`src/bcrte_pkg.sv`:
```
package bcrte_pkg;

    localparam int QUEUE_DEPTH = 4;

    localparam logic [15:0] DAYS_BASE    = 16'd10651;
    localparam logic [16:0] SECS_PER_DAY = 17'd86400;
    localparam logic [31:0] EPOCH_2000   = 32'd946684800;

    typedef struct packed {
        logic       ok;
        logic [6:0] year;
        logic [3:0] month;
        logic [4:0] day;
        logic [4:0] hour;
        logic [5:0] minute;
        logic [5:0] second;
    } snap_t;

    function automatic logic [6:0] bcd_value(input logic [3:0] hi, input logic [3:0] lo);
        bcd_value = {3'b000, hi} * 7'd10 + {3'b000, lo};
    endfunction

    function automatic logic [8:0] month_start(input logic [3:0] month);
        case (month)
            4'd3:    month_start = 9'd0;
            4'd4:    month_start = 9'd31;
            4'd5:    month_start = 9'd61;
            4'd6:    month_start = 9'd92;
            4'd7:    month_start = 9'd122;
            4'd8:    month_start = 9'd153;
            4'd9:    month_start = 9'd184;
            4'd10:   month_start = 9'd214;
            4'd11:   month_start = 9'd245;
            4'd12:   month_start = 9'd275;
            4'd1:    month_start = 9'd306;
            4'd2:    month_start = 9'd337;
            default: month_start = 9'd0;
        endcase
    endfunction

endpackage

```
`src/bcrte_front.sv`:
```
module bcrte_front
(
    input  logic              clk,
    input  logic              rst_n,
    input  logic              cfg_valid,
    output logic              cfg_ready,
    input  logic              cfg_data,
    input  logic              in_valid,
    output logic              in_ready,
    input  logic [7:0]        seconds_reg,
    input  logic [7:0]        minutes_reg,
    input  logic [7:0]        hours_reg,
    input  logic [7:0]        date_reg,
    input  logic [7:0]        month_reg,
    input  logic [7:0]        year_reg,
    input  logic              queue_full,
    output logic              push,
    output bcrte_pkg::snap_t  snap
);

    logic       link_ready_reg;
    logic       link_ready_next;
    logic [6:0] sec_v;
    logic [6:0] min_v;
    logic [6:0] hr_v;
    logic [6:0] hr_12;
    logic [6:0] day_v;
    logic [6:0] mon_v;
    logic [6:0] yr_v;
    logic [3:0] hr_hi;
    logic       sec_ok;
    logic       min_ok;
    logic       hr_ok;
    logic       day_ok;
    logic       mon_ok;
    logic       yr_ok;

    assign cfg_ready = 1'b1;
    assign link_ready_next = (cfg_valid && cfg_ready) ? cfg_data : link_ready_reg;

    always_ff @(posedge clk or negedge rst_n)
    begin
        if (!rst_n)
        begin
            link_ready_reg <= 1'b0;
        end
        else
        begin
            link_ready_reg <= link_ready_next;
        end
    end

    assign sec_v = bcrte_pkg::bcd_value({1'b0, seconds_reg[6:4]}, seconds_reg[3:0]);
    assign min_v = bcrte_pkg::bcd_value({1'b0, minutes_reg[6:4]}, minutes_reg[3:0]);
    assign day_v = bcrte_pkg::bcd_value({2'b00, date_reg[5:4]}, date_reg[3:0]);
    assign mon_v = bcrte_pkg::bcd_value({3'b000, month_reg[4]}, month_reg[3:0]);
    assign yr_v  = bcrte_pkg::bcd_value(year_reg[7:4], year_reg[3:0]);
    assign hr_hi = hours_reg[6] ? {3'b000, hours_reg[4]} : {2'b00, hours_reg[5:4]};
    assign hr_v  = bcrte_pkg::bcd_value(hr_hi, hours_reg[3:0]);

    assign sec_ok = (seconds_reg[3:0] <= 4'd9) && (sec_v <= 7'd59);
    assign min_ok = (minutes_reg[3:0] <= 4'd9) && (min_v <= 7'd59);
    assign day_ok = (date_reg[3:0] <= 4'd9) && (day_v >= 7'd1) && (day_v <= 7'd31);
    assign mon_ok = (month_reg[3:0] <= 4'd9) && (mon_v >= 7'd1) && (mon_v <= 7'd12);
    assign yr_ok  = (year_reg[7:4] <= 4'd9) && (year_reg[3:0] <= 4'd9);

    always_comb
    begin
        if (hours_reg[6])
        begin
            hr_ok = (hours_reg[3:0] <= 4'd9) && (hr_v >= 7'd1) && (hr_v <= 7'd12);
            hr_12 = ((hr_v == 7'd12) ? 7'd0 : hr_v) + (hours_reg[5] ? 7'd12 : 7'd0);
        end
        else
        begin
            hr_ok = (hours_reg[3:0] <= 4'd9) && (hr_v <= 7'd23);
            hr_12 = hr_v;
        end
    end

    assign snap.ok     = link_ready_reg && sec_ok && min_ok && hr_ok && day_ok && mon_ok && yr_ok;
    assign snap.year   = yr_v;
    assign snap.month  = mon_v[3:0];
    assign snap.day    = day_v[4:0];
    assign snap.hour   = hr_12[4:0];
    assign snap.minute = min_v[5:0];
    assign snap.second = sec_v[5:0];

    assign in_ready = !queue_full;
    assign push     = in_valid && !queue_full;

endmodule

```
`src/bcrte_queue.sv`:
```
module bcrte_queue
#(
    parameter int Depth = bcrte_pkg::QUEUE_DEPTH
)
(
    input  logic              clk,
    input  logic              rst_n,
    input  logic              push,
    input  bcrte_pkg::snap_t  wr_data,
    output logic              full,
    input  logic              pop,
    output bcrte_pkg::snap_t  rd_data,
    output logic              empty
);

    localparam int AW = (Depth > 1) ? $clog2(Depth) : 1;
    localparam int CW = $clog2(Depth + 1);
    localparam logic [AW-1:0] LAST = AW'(Depth - 1);
    localparam logic [CW-1:0] FULL_COUNT = CW'(Depth);

    bcrte_pkg::snap_t slots_reg [Depth];
    logic [AW-1:0]    wr_ptr_reg;
    logic [AW-1:0]    wr_ptr_next;
    logic [AW-1:0]    rd_ptr_reg;
    logic [AW-1:0]    rd_ptr_next;
    logic [CW-1:0]    count_reg;
    logic [CW-1:0]    count_next;
    logic             do_push;
    logic             do_pop;

    assign full    = (count_reg == FULL_COUNT);
    assign empty   = (count_reg == '0);
    assign do_push = push && !full;
    assign do_pop  = pop && !empty;
    assign rd_data = slots_reg[rd_ptr_reg];

    always_comb
    begin
        wr_ptr_next = wr_ptr_reg;
        rd_ptr_next = rd_ptr_reg;
        count_next  = count_reg;
        if (do_push)
        begin
            wr_ptr_next = (wr_ptr_reg == LAST) ? '0 : wr_ptr_reg + 1'b1;
        end
        if (do_pop)
        begin
            rd_ptr_next = (rd_ptr_reg == LAST) ? '0 : rd_ptr_reg + 1'b1;
        end
        if (do_push && !do_pop)
        begin
            count_next = count_reg + 1'b1;
        end
        else if (do_pop && !do_push)
        begin
            count_next = count_reg - 1'b1;
        end
    end

    always_ff @(posedge clk or negedge rst_n)
    begin
        if (!rst_n)
        begin
            wr_ptr_reg <= '0;
            rd_ptr_reg <= '0;
            count_reg  <= '0;
        end
        else
        begin
            wr_ptr_reg <= wr_ptr_next;
            rd_ptr_reg <= rd_ptr_next;
            count_reg  <= count_next;
        end
    end

    always_ff @(posedge clk)
    begin
        if (do_push)
        begin
            slots_reg[wr_ptr_reg] <= wr_data;
        end
    end

endmodule

```
`src/bcrte_back.sv`:
```
module bcrte_back
(
    input  logic              clk,
    input  logic              rst_n,
    input  bcrte_pkg::snap_t  rd_data,
    input  logic              empty,
    output logic              pop,
    output logic              out_valid,
    input  logic              out_ready,
    output logic [31:0]       epoch_seconds,
    output logic              valid_res
);

    logic        en;
    logic [6:0]  ys;
    logic [15:0] days_next;
    logic [16:0] sod_next;
    logic [31:0] prod_next;
    logic [31:0] epoch_next;

    logic        s1_valid_reg;
    logic        s1_valid_next;
    logic        s1_ok_reg;
    logic [15:0] s1_days_reg;
    logic [16:0] s1_sod_reg;
    logic        s2_valid_reg;
    logic        s2_valid_next;
    logic        s2_ok_reg;
    logic [31:0] s2_prod_reg;
    logic [16:0] s2_sod_reg;
    logic        out_valid_reg;
    logic        out_valid_next;
    logic        out_ok_reg;
    logic [31:0] out_epoch_reg;

    assign en  = !out_valid_reg || out_ready;
    assign pop = en && !empty;

    assign ys = rd_data.year + {6'b000000, (rd_data.month > 4'd2)};
    assign days_next = bcrte_pkg::DAYS_BASE
                     + {9'b0, ys} * 16'd365
                     + {11'b0, 5'(({1'b0, ys} + 8'd3) >> 2)}
                     + {7'b0, bcrte_pkg::month_start(rd_data.month)}
                     + {11'b0, rd_data.day}
                     - 16'd1;
    assign sod_next = {12'b0, rd_data.hour} * 17'd3600
                    + {11'b0, rd_data.minute} * 17'd60
                    + {11'b0, rd_data.second};

    assign prod_next  = {16'b0, s1_days_reg} * {15'b0, bcrte_pkg::SECS_PER_DAY};
    assign epoch_next = s2_ok_reg ? s2_prod_reg + {15'b0, s2_sod_reg} : 32'd0;

    assign s1_valid_next  = en ? !empty : s1_valid_reg;
    assign s2_valid_next  = en ? s1_valid_reg : s2_valid_reg;
    assign out_valid_next = en ? s2_valid_reg : out_valid_reg;

    always_ff @(posedge clk or negedge rst_n)
    begin
        if (!rst_n)
        begin
            s1_valid_reg  <= 1'b0;
            s2_valid_reg  <= 1'b0;
            out_valid_reg <= 1'b0;
        end
        else
        begin
            s1_valid_reg  <= s1_valid_next;
            s2_valid_reg  <= s2_valid_next;
            out_valid_reg <= out_valid_next;
        end
    end

    always_ff @(posedge clk)
    begin
        if (en)
        begin
            s1_ok_reg     <= rd_data.ok;
            s1_days_reg   <= days_next;
            s1_sod_reg    <= sod_next;
            s2_ok_reg     <= s1_ok_reg;
            s2_prod_reg   <= prod_next;
            s2_sod_reg    <= s1_sod_reg;
            out_ok_reg    <= s2_ok_reg;
            out_epoch_reg <= epoch_next;
        end
    end

    assign out_valid     = out_valid_reg;
    assign valid_res     = out_ok_reg;
    assign epoch_seconds = out_epoch_reg;

`ifndef ASSERT_OFF
    a_invalid_zero: assert property (@(posedge clk) disable iff (!rst_n)
        (out_valid && !valid_res) |-> (epoch_seconds == 32'd0))
        else $error("Invalid result carries a non-zero epoch.");

    a_valid_range: assert property (@(posedge clk) disable iff (!rst_n)
        (out_valid && valid_res) |-> (epoch_seconds >= bcrte_pkg::EPOCH_2000))
        else $error("Valid result lies before the year 2000.");

    a_stall_hold: assert property (@(posedge clk) disable iff (!rst_n)
        (s1_valid_reg && !en) |=> (s1_valid_reg && $stable(s1_days_reg)))
        else $error("First stage changed while the output was stalled.");

    a_pop_loads: assert property (@(posedge clk) disable iff (!rst_n)
        pop |=> s1_valid_reg)
        else $error("Word taken from the queue was lost.");
`endif

endmodule

```
`src/bcd_clock_registers_to_epoch_top.sv`:
```
// Converts a snapshot of six BCD clock registers into seconds since 1970, one word per
// cycle while the output is not stalled. A snapshot is checked and decoded in the cycle
// it is accepted and written into a small queue (QueueDepth words); a three-stage
// arithmetic pipeline then produces the result, which passes from the queue through the
// s1 and s2 stage registers to the output register. The queue lets the input keep flowing
// while a result waits to be taken, until it fills. Invalid digits, out-of-range fields
// or a clear link_ready register give valid_res low with a zero epoch.
module bcd_clock_registers_to_epoch_top
#(
    parameter int QueueDepth = bcrte_pkg::QUEUE_DEPTH
)
(
    input  logic        clk,
    input  logic        rst_n,
    input  logic        cfg_valid,
    output logic        cfg_ready,
    input  logic        cfg_data,
    input  logic        in_valid,
    output logic        in_ready,
    input  logic [7:0]  seconds_reg,
    input  logic [7:0]  minutes_reg,
    input  logic [7:0]  hours_reg,
    input  logic [7:0]  date_reg,
    input  logic [7:0]  month_reg,
    input  logic [7:0]  year_reg,
    output logic        out_valid,
    input  logic        out_ready,
    output logic [31:0] epoch_seconds,
    output logic        valid_res
);

    bcrte_pkg::snap_t wr_snap;
    bcrte_pkg::snap_t rd_snap;
    logic             push;
    logic             pop;
    logic             queue_full;
    logic             queue_empty;

    bcrte_front u_front
    (
        .clk         (clk),
        .rst_n       (rst_n),
        .cfg_valid   (cfg_valid),
        .cfg_ready   (cfg_ready),
        .cfg_data    (cfg_data),
        .in_valid    (in_valid),
        .in_ready    (in_ready),
        .seconds_reg (seconds_reg),
        .minutes_reg (minutes_reg),
        .hours_reg   (hours_reg),
        .date_reg    (date_reg),
        .month_reg   (month_reg),
        .year_reg    (year_reg),
        .queue_full  (queue_full),
        .push        (push),
        .snap        (wr_snap)
    );

    bcrte_queue #(
        .Depth (QueueDepth)
    ) u_queue
    (
        .clk     (clk),
        .rst_n   (rst_n),
        .push    (push),
        .wr_data (wr_snap),
        .full    (queue_full),
        .pop     (pop),
        .rd_data (rd_snap),
        .empty   (queue_empty)
    );

    bcrte_back u_back
    (
        .clk           (clk),
        .rst_n         (rst_n),
        .rd_data       (rd_snap),
        .empty         (queue_empty),
        .pop           (pop),
        .out_valid     (out_valid),
        .out_ready     (out_ready),
        .epoch_seconds (epoch_seconds),
        .valid_res     (valid_res)
    );

endmodule

```
`config.mk`:
```
export PLATFORM = sky130hd
export DESIGN_NAME = bcd_clock_registers_to_epoch_top
export DESIGN_NICKNAME = d
export VERILOG_FILES = /design/src/bcrte_pkg.sv /design/src/bcrte_front.sv /design/src/bcrte_queue.sv /design/src/bcrte_back.sv /design/src/bcd_clock_registers_to_epoch_top.sv
export SDC_FILE = /design/constraint.sdc
export NUM_CORES = 1
export LEC_CHECK = 0
export BUFFER_PORTS_ARGS = -buffer_cell sky130_fd_sc_hd__buf_2
export CORE_MARGIN = 5
export CORE_UTILIZATION = 45
export CTS_BUF_LIST = sky130_fd_sc_hd__clkbuf_8
export DETAILED_ROUTE_END_ITERATION = 10
export GPL_ROUTABILITY_DRIVEN = 0
export REMOVE_ABC_BUFFERS = 1
export SYNTH_ARGS = -nofsm -noshare
export SYNTH_HDL_FRONTEND = slang
export SYNTH_SLANG_ARGS = --single-unit
```
`constraint.sdc`:
```
create_clock -name clk -period 10.4 [get_ports clk]
set_clock_uncertainty 0.1 [all_clocks]
set_input_delay 2.08 -clock clk [delete_from_list [all_inputs] [get_ports clk]]
set_output_delay 2.08 -clock clk [all_outputs]
set_load 0.05 [all_outputs]
```
# After elaboration in Yosys (flattened, before gate mapping)

Memory sizes are Yosys's and may differ from the RTL's.
Cells that the tools add are included.

Input bits: 54
Register bits: 121
Bits in read-only memories: 144
Logic and storage cells: 110
Output and inout bits: 36
Memories kept: 2
RAM bits: 136

Multiplexer cells: 11
$lt $le $gt $ge: 17
Equal/unequal tests: 4
Reductions and logical operators: 30
$mul: 10
Add/sub/neg operators: 21

Memory list:

| name              | words | bits a word | rd ports | clocked after memory_dff | wr ports | line              | text |
|---|---|---|---|---|---|---|---|
| (name not given)  | 16    | 9           | 1        | 0                        | 0        | bcrte_pkg.sv:24   | `case (month)` |
| u_queue.slots_reg | 4     | 34          | 1        | 0                        | 1        | bcrte_queue.sv:21 | `bcrte_pkg::snap_t slots_reg [Depth];` |

Operator list:

| operator                 | count |
|---|---|
| $add A16 B5 Y16          | 2 |
| $add A32 B17 Y32         | 1 |
| $add A7 B4 Y7            | 4 |
| $le A4 B4 Y1 const B     | 7 |
| $mul A16 B10 Y25 const B | 1 |
| $logic_and A1 B1 Y1      | 22 |
| $ge A7 B1 Y1 const B     | 3 |
| $add A17 B12 Y17         | 1 |
| $add A17 B6 Y17          | 1 |
| $add A14 B16 Y16 const A | 1 |
| $add A16 B9 Y16          | 1 |
| $mul A7 B9 Y16 const B   | 1 |
| $sub A16 B1 Y16 const B  | 1 |
| $le A7 B4 Y1 const B     | 2 |
| $le A7 B5 Y1 const B     | 2 |
| $le A7 B6 Y1 const B     | 2 |
| $mul A5 B8 Y13 const B   | 1 |
| $mul A3 B3 Y6 const B    | 2 |
| $mul A4 B3 Y6 const B    | 2 |
| $mul A6 B4 Y10 const B   | 1 |
| $mux W5                  | 2 |
| $add A6 B4 Y7            | 1 |
| $add A7 B1 Y7            | 1 |
| $add A7 B2 Y7 const B    | 1 |
| 19 further kinds         | 30 |

# Depth between registers and ports, before layout

Gate-level depths: netlist (run 1).

Word-level depth: 11
Gate-level depth with buffers: 31
Mapped depth without buffers: 29

# Hierarchy

A second synthesis (run 1) with hierarchy kept.

Cells, all modules: 1429
Area total of the unflattened synthesis: 17837.1 um^2

By module, submodules not included:

| module      | sequential area each (um^2) | area each (um^2) | cells an instance | times used |
|---|---|---|---|---|
| bcrte_back  | 3378.2                      | 11244.5          | 1062              | 1 |
| bcrte_queue | 4259.1                      | 5346.4           | 215               | 1 |
| bcrte_front | 25.0                        | 1246.2           | 152               | 1 |

# Worst setup path after synthesis (run 1)

OpenSTA, ideal clock, no wires.

Path type: register to register
Start: register u_queue.rd_ptr_reg[0]
End: register u_back.s1_days_reg[15] (data pin)
Clock period less this slack: 7.601 ns
Cell stages (with the launch flop): 28
Setup time: 0.264 ns
Data arrival time: 7.237 ns
Buffers on the path: 2
Required time: 10.036 ns
Setup slack: 2.799 ns
Cells stage by stage: dfrtp_1 -> buf_6 -> buf_2 -> mux4_2 -> ha_1 -> o21ai_0 -> ha_1 -> nand3_1 -> xor2_1 -> inv_1 -> ha_1 -> nor2b_1 -> xnor2_1 -> fa_1 -> ha_1 -> fa_1 -> fa_1 -> inv_1 -> fa_1 -> inv_1 -> ha_1 -> a211o_1 -> a21oi_1 -> o21ai_1 -> a221o_1 -> o21ai_0 -> a21oi_1 -> xnor2_1

Cells in the longest elaborated chain, start to end: 9
Elaborated cells on any way between the ends: 11
Classes of those cells: add/sub (7); mul (1); order compare (1); memory (2)

RTL lines:

| element                  | line              | text |
|---|---|---|
| from (decl)              | bcrte_queue.sv:24 | `logic [AW-1:0] rd_ptr_reg;` |
| from (signal assigned)   | bcrte_queue.sv:71 | `rd_ptr_reg <= rd_ptr_next;` |
| $mem_v2 Z4 W34 (*)       | n/a               |  |
| $gt A4 B2 Y1             | bcrte_back.sv:39  | `assign ys = rd_data.year + {6'b000000, (rd_data.month > 4'd2)};` |
| $add A7 B1 Y7            | bcrte_back.sv:39  |  |
| $mul A7 B9 Y16           | bcrte_back.sv:41  | `+ {9'b0, ys} * 16'd365` |
| $add A14 B16 Y16         | bcrte_back.sv:41  |  |
| $add A16 B5 Y16          | bcrte_back.sv:42  | `+ {11'b0, 5'(({1'b0, ys} + 8'd3) >> 2)}` |
| $add A16 B9 Y16          | bcrte_back.sv:43  | `+ {7'b0, bcrte_pkg::month_start(rd_data.month)}` |
| $add A16 B5 Y16 (*)      | bcrte_back.sv:44  | `+ {11'b0, rd_data.day}` |
| $sub A16 B1 Y16 (*)      | bcrte_back.sv:45  | `- 16'd1;` |
| net u_back.days_next[15] | bcrte_back.sv:16  | `logic [15:0] days_next;` |
| to (signal assigned)     | bcrte_back.sv:78  | `s1_days_reg <= days_next;` |
| to (decl)                | bcrte_back.sv:24  | `logic [15:0] s1_days_reg;` |

Mark *: on every way through the listed nets, which the timed path passes. The rest lies on a longest branch.
A chain may end at the register's enable or synchronous reset.

# Worst setup path after layout (run 1)

Same ends and word-level chain as after synthesis.

==> impl_metrics.tcl, run 1 <==
set metrics [dict create \
    required_ns 10.62 \
    critical_path.startpoint_type "register" \
    largest_register_ffs 136 \
    fin_cells 2042 \
    worstSetupPathType "register to register" \
    min_delay_worst_endpoint "u_back.s2_sod_reg[15]" \
    io_pins 90 \
    drt-total-wl_mm 29.6 \
    grt_pass1_vias 10600 \
    hp-class "register to register" \
    die_w_um 207 \
    fillers 3505 \
    max_stage_delay_ns 0.70 \
    syn_area_mm2 0.0175 \
    finalHoldViolations 0 \
    yosys.area.top_type "edfxtp_1" \
    dp.cells 1962 \
    cts_max_path_buffers 3 \
    drc 0 \
    setup_viol 0 \
    synth_ff_type "edfxtp_1" \
    insertion_delay_ns 0.59 \
    finalSetupTns_ns 0 \
    syn_inst 1374 \
    drt_iter0_drc 332 \
    syn_avg_cell_area_um2 12.7 \
    finalCriticalPeriod_ns 8.39 \
    cts_tree "yes" \
    grt_pass1_wl_mm 51.7 \
    synthTopCellsByArea "edfxtp_1 (42%), ha_1 (17%), fa_1 (10%), inv_1 (4.7%), mux4_2 (4.1%)" \
    ant_nets 0 \
    dr.pass1.iters 4 \
    die_h_um 207 \
    ys_async_sr_fraction 0.0428 \
    r2r_start "u_queue.rd_ptr_reg[0]" \
    critPathMostFrequentCell "ha_1" \
    r2r_cells 25 \
    drive_gt1_frac 0.128 \
    path_clk_slew_ns 0.06 \
    finalCritPeriodShare 0.807 \
    cp_max_fo 18 \
    rsz0062_at_grt "no" \
    post_cts_resized 0 \
    cts_hold_buf 0 \
    ff2ff_setup_slack_ns 2.01 \
    cp-end-kind "register" \
    r2r-end "u_back.s1_days_reg[15]" \
    yosysWarnings 0 \
    n_antenna_cell 0 \
    rows 72 \
    cts_made_buffers 45 \
    grt_overflow 0 \
    drv_cap 0 \
    synth_top_area_frac 0.422 \
    coreArea_mm2 0.0386 \
    vias 10100 \
    syn2layout_area_growth_pct 10.4 \
    cts_setup_buffers 0 \
    root_buffer "clkbuf_8" \
    seq_area_frac_synth 0.438 \
    antenna_found_initial 0 \
    min_from "u_back.s1_sod_reg[15]" \
    synth-edff-count 246 \
    cpMaxStageDelayCell "dfrtp_2" \
    hpwl_mm 22.5 \
    routedWlPerCell_um 14.5 \
    grt_max_degree 82 \
    clock-sinks 257 \
    start_util 0.454 \
    port_buffers 80 \
    relSlewSlack 0.257 \
    track_usage 0.144 \
    maxSlewViolCount 0 \
    worstPathArrival_ns 8.61 \
    worst_pin_slew_ns 1.11 \
    hold_depth 0 \
    synth_seq_cells 257 \
    vias_per_cell 4.93 \
    ctsHtreeMaxLevel 2 \
    ys_types 72 \
    clock.fmax_ghz 0.119 \
    status "finished clean" \
    nets 1872 \
    fp.dieArea_mm2 0.0429 \
]
[synthesized netlist by cell type, types with 12 or more instances]
cell / count
a21o_1: 30
a21oi_1: 59
and2_1: 21
and3_1: 14
edfxtp_1: 246
fa_1: 88
ha_1: 239
inv_1: 221
mux4_2: 32
nand2_1: 43
nand3_1: 15
nor2_1: 43
nor3_1: 13
o21a_1: 12
o21ai_0: 38
xnor2_1: 69
xor2_1: 32
[worst max-delay path: cells and delay by family (launching register included)]
family	cells	cell delay, ns
mux	1	0.65
xor+xnor	3	0.98
simple gates	2	0.27
fa+ha+maj	9	3.41
flops	1	0.70
compound gates	7	1.75
buf+inv	3	0.26
[area by class of cell]
| class | instances | area, um^2 | area share |
|---|---|---|---|
| multi-input cells | 879 | 8930 | 0.462 |
| flip-flops and latches | 257 | 7660 | 0.396 |
| inverters | 221 | 830 | 0.0429 |
| well taps | 518 | 648 | 0.0335 |
| clock buffers | 47 | 647 | 0.0335 |
| repair buffers | 87 | 453 | 0.0234 |
| clock inverters | 33 | 154 | 0.00796 |
[layer usage]
metal  vias up  GRT usage  part of all wire
li1       5106          -                 -
met1      4764      0.190              0.46
met2       151      0.243              0.48
met3        37     0.0278             0.039
met4         0     0.0454             0.021
met5         -          0                 0
[cell usage in the layout, fill, tap and decap left out, types with 7 or more instances in the layout]
cell / instances
a211oi_1: 9
a21boi_0: 10
a21o_1: 30
a21oi_1: 59
and2_1: 21
and3_1: 14
buf_2: 80
buf_4: 7
clkbuf_8: 47
clkinv_2: 7
dfrtp_1: 10
edfxtp_1: 246
fa_1: 88
ha_1: 239
inv_1: 238
mux4_2: 32
nand2_1: 43
nand2b_1: 10
nand3_1: 15
nor2_1: 43
nor2b_1: 7
nor3_1: 13
o21a_1: 12
o21ai_0: 38
or3_1: 10
xnor2_1: 69
xor2_1: 32
[metrics by stage]
step	instance area, um^2	hold WS, ns	utilization	worst slack (ns)
CTS	19300	0.318	0.501	1.86
detailed placement	18500	0.305	0.481	1.88
global placement	18500	0.301	0.481	2.00
finish	19300	0.316	0.501	2.01
floorplan	17400	0.300	-	1.97
global route	19300	0.325	0.501	1.34
[logic make-up (layout without fill, tap and decap cells)]
kind of cell	Yosys count	after routing	synth area share
other	1	1	0.000214
buffers and inverters	238	388	0.0523
and+or+nand+nor	200	200	0.0606
AOI/OAI and AO/OA	205	205	0.0750
muxes	42	42	0.0495
xor gates and xnor gates	102	102	0.0521
adders and majority gates	329	329	0.273
DFF	257	257	0.438
[how the worst max path moves through the flow]
| stage | startpoint | endpoint | slack, ns | depth (start not counted) |
|---|---|---|---|---|
| after floorplan | u_queue.rd_ptr_reg[0] | u_back.s1_days_reg[15] | 1.97 | 25 |
| after global placement | u_queue.rd_ptr_reg[0] | u_back.s1_days_reg[15] | 2.00 | 25 |
| after detailed placement | u_queue.rd_ptr_reg[0] | u_back.s1_days_reg[15] | 1.88 | 25 |
| after CTS | u_queue.rd_ptr_reg[0] | u_back.s1_days_reg[15] | 1.86 | 25 |
| after global routing | u_queue.rd_ptr_reg[0] | u_back.s1_days_reg[15] | 1.34 | 25 |
| final | u_queue.rd_ptr_reg[0] | u_back.s1_days_reg[15] | 2.01 | 25 |
Power of run 1 is left out: the tool's default activity adds up to more than one toggle a clock period on the data nets, which glitch-free logic cannot reach.
==> run 2: changes to the inputs <==
Settings changed: ABC_AREA set to 1.
Clock period 10.4 ns to 7.9 ns, I/O delays scaled along.
==> impl_metrics.tcl, run 2 <==
set metrics [dict create \
    grt_max_degree 66 \
    root_buffer "clkbuf_8" \
    drv_cap 0 \
    ys_async_sr_fraction 0.0428 \
    final_area_mm2 0.0205 \
    port_buffers 80 \
    relSlewSlack 0.446 \
    cpMaxStageDelayCell "fa_1" \
    path_clk_slew_ns 0.06 \
    drive_gt1_frac 0.104 \
    ctsHtreeMaxLevel 2 \
    yosys.area.top_type "edfxtp_1" \
    coreArea_mm2 0.0408 \
    clock.fmax_ghz 0.139 \
    antenna_found_initial 1 \
    drc 0 \
    crit_start "u_queue.rd_ptr_reg[0]" \
    cts_max_path_buffers 3 \
    r2r_cells 31 \
    drt_iter0_drc 610 \
    vias_per_cell 4.98 \
    final_cell_mix "inv_1 (325), nand2_1 (315), edfxtp_1 (246)" \
    placedInstanceArea_mm2 0.0196 \
    drt-met1-wl_mm 16.6 \
    fp.dieArea_mm2 0.0454 \
    track_usage 0.167 \
    synth.most_common_cell "inv_1" \
    synthTopCellsByArea "edfxtp_1 (40%), ha_1 (16%), fa_1 (9.5%), inv_1 (6.4%), nand2_1 (6.4%)" \
    cts_tree "yes" \
    routedWlPerCell_um 14.5 \
    cts_made_buffers 44 \
    rsz0062_at_grt "no" \
    dr_wl_met2_mm 17.9 \
    fin_cells 2546 \
    die_h_um 213 \
    dr.pass1.iters 5 \
    synth_top_area_frac 0.398 \
    die_w_um 213 \
    wl_met3_mm 1.52 \
    r2r-end "u_back.s1_days_reg[12]" \
    finalSetupTns_ns 0 \
    synth-edff-count 246 \
    cp_max_fo 44 \
    cp_top_family "adder cells" \
    required_ns 8.13 \
    ff2ff_setup_slack_ns 0.71 \
    status "finished clean" \
    seq_area_frac_synth 0.413 \
    worstSetupPathType "register to register" \
    finalCriticalPeriod_ns 7.19 \
    finalHoldViolations 0 \
    crit_path_end "u_back.s1_days_reg[12]" \
    ant_nets 0 \
    top_layer_used "met4" \
    start_util 0.454 \
    synth_ff_type "edfxtp_1" \
    max_stage_delay_ns 0.50 \
    grt_overflow 0 \
    insertion_delay_ns 0.63 \
    critPathBufInv 7 \
    r2r_start "u_queue.rd_ptr_reg[0]" \
    multi_input_area_mm2 0.00953 \
    regArea_mm2 0.00766 \
    cp_num_cells 31 \
    syn_inst 1869 \
    ys_types 53 \
    hpwl_mm 28.0 \
    rows 74 \
    syn_area_mm2 0.0186 \
    largest_register_ffs 136 \
    cp-end-kind "register" \
    syn_avg_cell_area_um2 9.93 \
    hp-class "register to register" \
    critical_path.startpoint_type "register" \
    clock-sinks 257 \
    setup_viol 0 \
    worstPathArrival_ns 7.42 \
    vias 12700 \
    drt-total-wl_mm 37.0 \
    maxSlewViolCount 0 \
    io_pins 90 \
    grt_pass1_wl_mm 62.0 \
    grt_pass1_vias 12700 \
    finalCritPeriodShare 0.910 \
    syn2layout_area_growth_pct 10.3 \
    cts_hold_buf 0 \
    synth_common_cells "inv_1 (317), nand2_1 (316), edfxtp_1 (246)" \
    worst_pin_slew_ns 0.831 \
    n_antenna_cell 0 \
    dp.cells 2464 \
    fillers 3711 \
    whs_ns 0.318 \
    yosysWarnings 0 \
    nets 2363 \
    synth_seq_cells 257 \
    layout_commonest_cell "inv_1" \
]
[run 2: through the flow]
step / setup slack (ns) / utilization
after floorplan: 0.213 / -
after global placement: 0.307 / 0.479
after detailed placement: 0.150 / 0.479
after CTS: 0.0858 / 0.500
after global routing: 0.0646 / 0.501
final: 0.712 / 0.501
[run 2: routing by layer]
metal,vias up,track usage
met2,239,0.284
met1,5901,0.219
met5,-,0
met4,0,0.0585
met3,66,0.0267
li1,6470,-
[run 2: cell families (layout without fill, tap and decap cells)]
kind of cell / count (synthesis) / count (layout) / share of synthesized area
compound gates: 254 / 254 / 0.0761
xor+xnor: 74 / 74 / 0.0365
fa+ha+maj: 327 / 327 / 0.256
buf+inv: 351 / 496 / 0.0756
other cells: 1 / 1 / 0.000202
flops: 257 / 257 / 0.413
simple gates: 605 / 605 / 0.143
[run 2: worst min path at each step]
| stage | start | endpoint | slack (ns) | cells past startpoint |
|---|---|---|---|---|
| 2_1_floorplan | u_back.s1_ok_reg | u_back.s2_ok_reg | 0.30 | 0 |
| 3_3_place_gp | u_back.s1_sod_reg[4] | u_back.s2_sod_reg[4] | 0.30 | 0 |
| 3_5_place_dp | u_back.s1_sod_reg[4] | u_back.s2_sod_reg[4] | 0.30 | 0 |
| 4_1_cts | u_back.s1_sod_reg[6] | u_back.s2_sod_reg[6] | 0.32 | 0 |
| 5_1_grt | u_back.s1_sod_reg[13] | u_back.s2_sod_reg[13] | 0.32 | 0 |
| 6_report | u_back.s1_sod_reg[13] | u_back.s2_sod_reg[13] | 0.32 | 0 |
[run 2: final cells by class]
class,instances,share of cell area
Timing Repair Buffer,95,0.0249
Clock inverter,34,0.0128
Multi-Input combinational cell,1261,0.466
Inverter,323,0.0601
Clock buffer,44,0.0296
Tap cell,532,0.0325
Sequential cell,257,0.374
[run 2: repair_timing]
action                                  in CTS  in global routing
setup buffers                                0                  4
endpoints found under the hold margin        0                  0
endpoints found under the setup margin       0                 10
gates resized for setup                      0                  6
[run 2: worst reg2reg max path, delay by kind of cell, from the launching register on]
family          cells  cell delay [ns]
compound gates      4             0.96
xor+xnor            2             0.36
fa+ha+maj          10             3.37
buf+inv             7             0.62
flops               1             0.48
simple gates        8             1.01
Power of run 2 is left out for the same reason.
==> run 3: changes to the inputs <==
Settings changed: SYNTH_HIERARCHICAL set to 1.
==> impl_metrics.tcl, run 3 <==
set metrics [dict create \
    cts_tree "yes" \
    synth.most_common_cell "nand2_1" \
    drv_cap 0 \
    vias_per_cell 4.81 \
    clock.fmax_ghz 0.141 \
    cp_max_fo 69 \
    routedWlPerCell_um 13.1 \
    finalHoldViolations 0 \
    placedInstanceArea_mm2 0.0203 \
    n_antenna_cell 0 \
    drt_iter0_drc 573 \
    io_pins 90 \
    cts_made_buffers 44 \
    worstSetupPathType "register to register" \
    grt_pass1_vias 13200 \
    drc 0 \
    die_h_um 217 \
    grt_max_degree 86 \
    insertion_delay_ns 0.59 \
    regArea_mm2 0.00767 \
    yosys.area.top_type "edfxtp_1" \
    final_cell_mix "nand2_1 (511), inv_1 (468), edfxtp_1 (246)" \
    required_ns 8.13 \
    layout_commonest_cell "nand2_1" \
    port_buffers 80 \
    drt-total-wl_mm 36.5 \
    die_w_um 217 \
    cts_hold_buf 0 \
    yosysWarnings 6 \
    syn_area_mm2 0.0193 \
    drive_gt1_frac 0.0771 \
    met2_usage 0.279 \
    ctsHtreeMaxLevel 2 \
    relSlewSlack 0.299 \
    max_stage_delay_ns 0.85 \
    nets 2603 \
    status "finished clean" \
    synth_top_area_frac 0.384 \
    critical_path.startpoint_type "register" \
    cts_max_path_buffers 3 \
    worst_pin_slew_ns 1.05 \
    critPathMostFrequentCell "nand2_1" \
    grt_pass1_wl_mm 62.9 \
    ys_async_sr_fraction 0.0428 \
    antenna_found_initial 1 \
    dr.pass1.iters 5 \
    root_buffer "clkbuf_8" \
    grt-busiest-layer "met2" \
    maxSlewViolCount 0 \
    fin_util 0.501 \
    ant_nets 0 \
    largest_register_ffs 136 \
    start_util 0.457 \
    synth_seq_cells 257 \
    synth_ff_type "edfxtp_1" \
    final_area_mm2 0.0211 \
    grt_overflow 0 \
    clock-sinks 257 \
    coreArea_mm2 0.0421 \
    cpMaxStageDelayCell "dfrtp_4" \
    grtUsageMet1 0.203 \
    grt_use_met3 0.0258 \
    hp-class "register to register" \
    finalCritPeriodShare 0.897 \
    syn_inst 2119 \
    track_usage 0.160 \
    cts_setup_buffers 0 \
    rsz0062_at_grt "no" \
    fillers 3892 \
    synth-edff-count 246 \
    syn_avg_cell_area_um2 9.08 \
    seq_area_frac_synth 0.398 \
    syn2layout_area_growth_pct 9.55 \
    path_clk_slew_ns 0.06 \
    cp-end-kind "register" \
    setup_viol 0 \
    post_cts_resized 0 \
    worstPathArrival_ns 7.32 \
    fp.dieArea_mm2 0.0470 \
    finalCriticalPeriod_ns 7.09 \
    rows 75 \
    synth_common_cells "nand2_1 (511), inv_1 (459), edfxtp_1 (246)" \
    multi_input_area_mm2 0.00969 \
    synthTopCellsByArea "edfxtp_1 (38%), ha_1 (16%), nand2_1 (10%), fa_1 (9.0%), inv_1 (8.9%)" \
    hpwl_mm 28.3 \
    vias 13400 \
    ys_types 41 \
]
-- run 3: changes by cell type in the layout (fill, tap and decap cells not counted), sizes merged, moves of 5 or more --
cell / change
inv: +140
a21oi: -28
a32oi: -6
xor2: -11
nor2: -6
nand2: +181
xnor2: -6
nand3b: +10
nand3: +5
o211ai: +60
o22ai: -18
o21ai: -66
-- run 3: path summary, 6_finish.rpt --
check | startpoint | to | slack [ns] | cells after the start
setup / recovery | u_queue/rd_ptr_reg[0] | u_back/s1_days_reg[12] | 0.81 | 33
hold / removal | u_back/s1_sod_reg[2] | u_back/s2_sod_reg[2] | 0.30 | 0
setup reg to reg | u_queue/rd_ptr_reg[0] | u_back/s1_days_reg[12] | 0.81 | 33
hold reg to reg | u_back/s1_sod_reg[2] | u_back/s2_sod_reg[2] | 0.30 | 0
max in group asynchronous | rst_n | u_queue/rd_ptr_reg[0] | 6.71 | 1
min in group asynchronous | rst_n | u_front/link_ready_reg | 0.76 | 1
-- run 3: cell type report --
type,instances,area share
timing repair buffer,92,0.0233
multi-input combinational,1366,0.460
sequential,257,0.364
tap,539,0.0320
clock buffer,44,0.0287
inverter,462,0.0823
clock inverter,35,0.0106
-- run 3: logic make-up after synthesis --
| logic type | synth area share |
|---|---|
| and+or+nand+nor | 0.168 |
| buffers and inverters | 0.100 |
| adders and majority gates | 0.246 |
| DFF | 0.398 |
| AOI/OAI and AO/OA | 0.0616 |
| xor gates and xnor gates | 0.0259 |
| other | 0.000195 |
-- run 3: metal layers --
layer	wire length [um]	vias up
met1	16400	6111
met3	1500	74
li1	-	7030
met4	1080	2
met2	17500	231
met5	11	-
-- run 3: metrics by stage --
step                std cells  setup WS, ns  hold WS, ns  setup TNS, ns
global placement         2716         0.939        0.301              0
finish                   2795         0.812        0.302              0
global route             2795         0.218        0.297              0
CTS                      2795         0.760        0.300              0
floorplan                2085        -0.366        0.300          -2.05
detailed placement       2716         0.784        0.305              0
-- run 3: critical path, delay by kind of cell, from the launching register on --
| family | cells | cell delay, ns |
|---|---|---|
| AO/OA/AOI/OAI | 4 | 0.67 |
| buffers and inverters | 6 | 0.46 |
| XOR/XNOR | 1 | 0.18 |
| adder cells (fa/ha/maj) | 10 | 3.41 |
| flip-flops | 1 | 0.85 |
| AND/OR/NAND/NOR | 12 | 1.15 |
Power of run 3 is left out for the same reason.
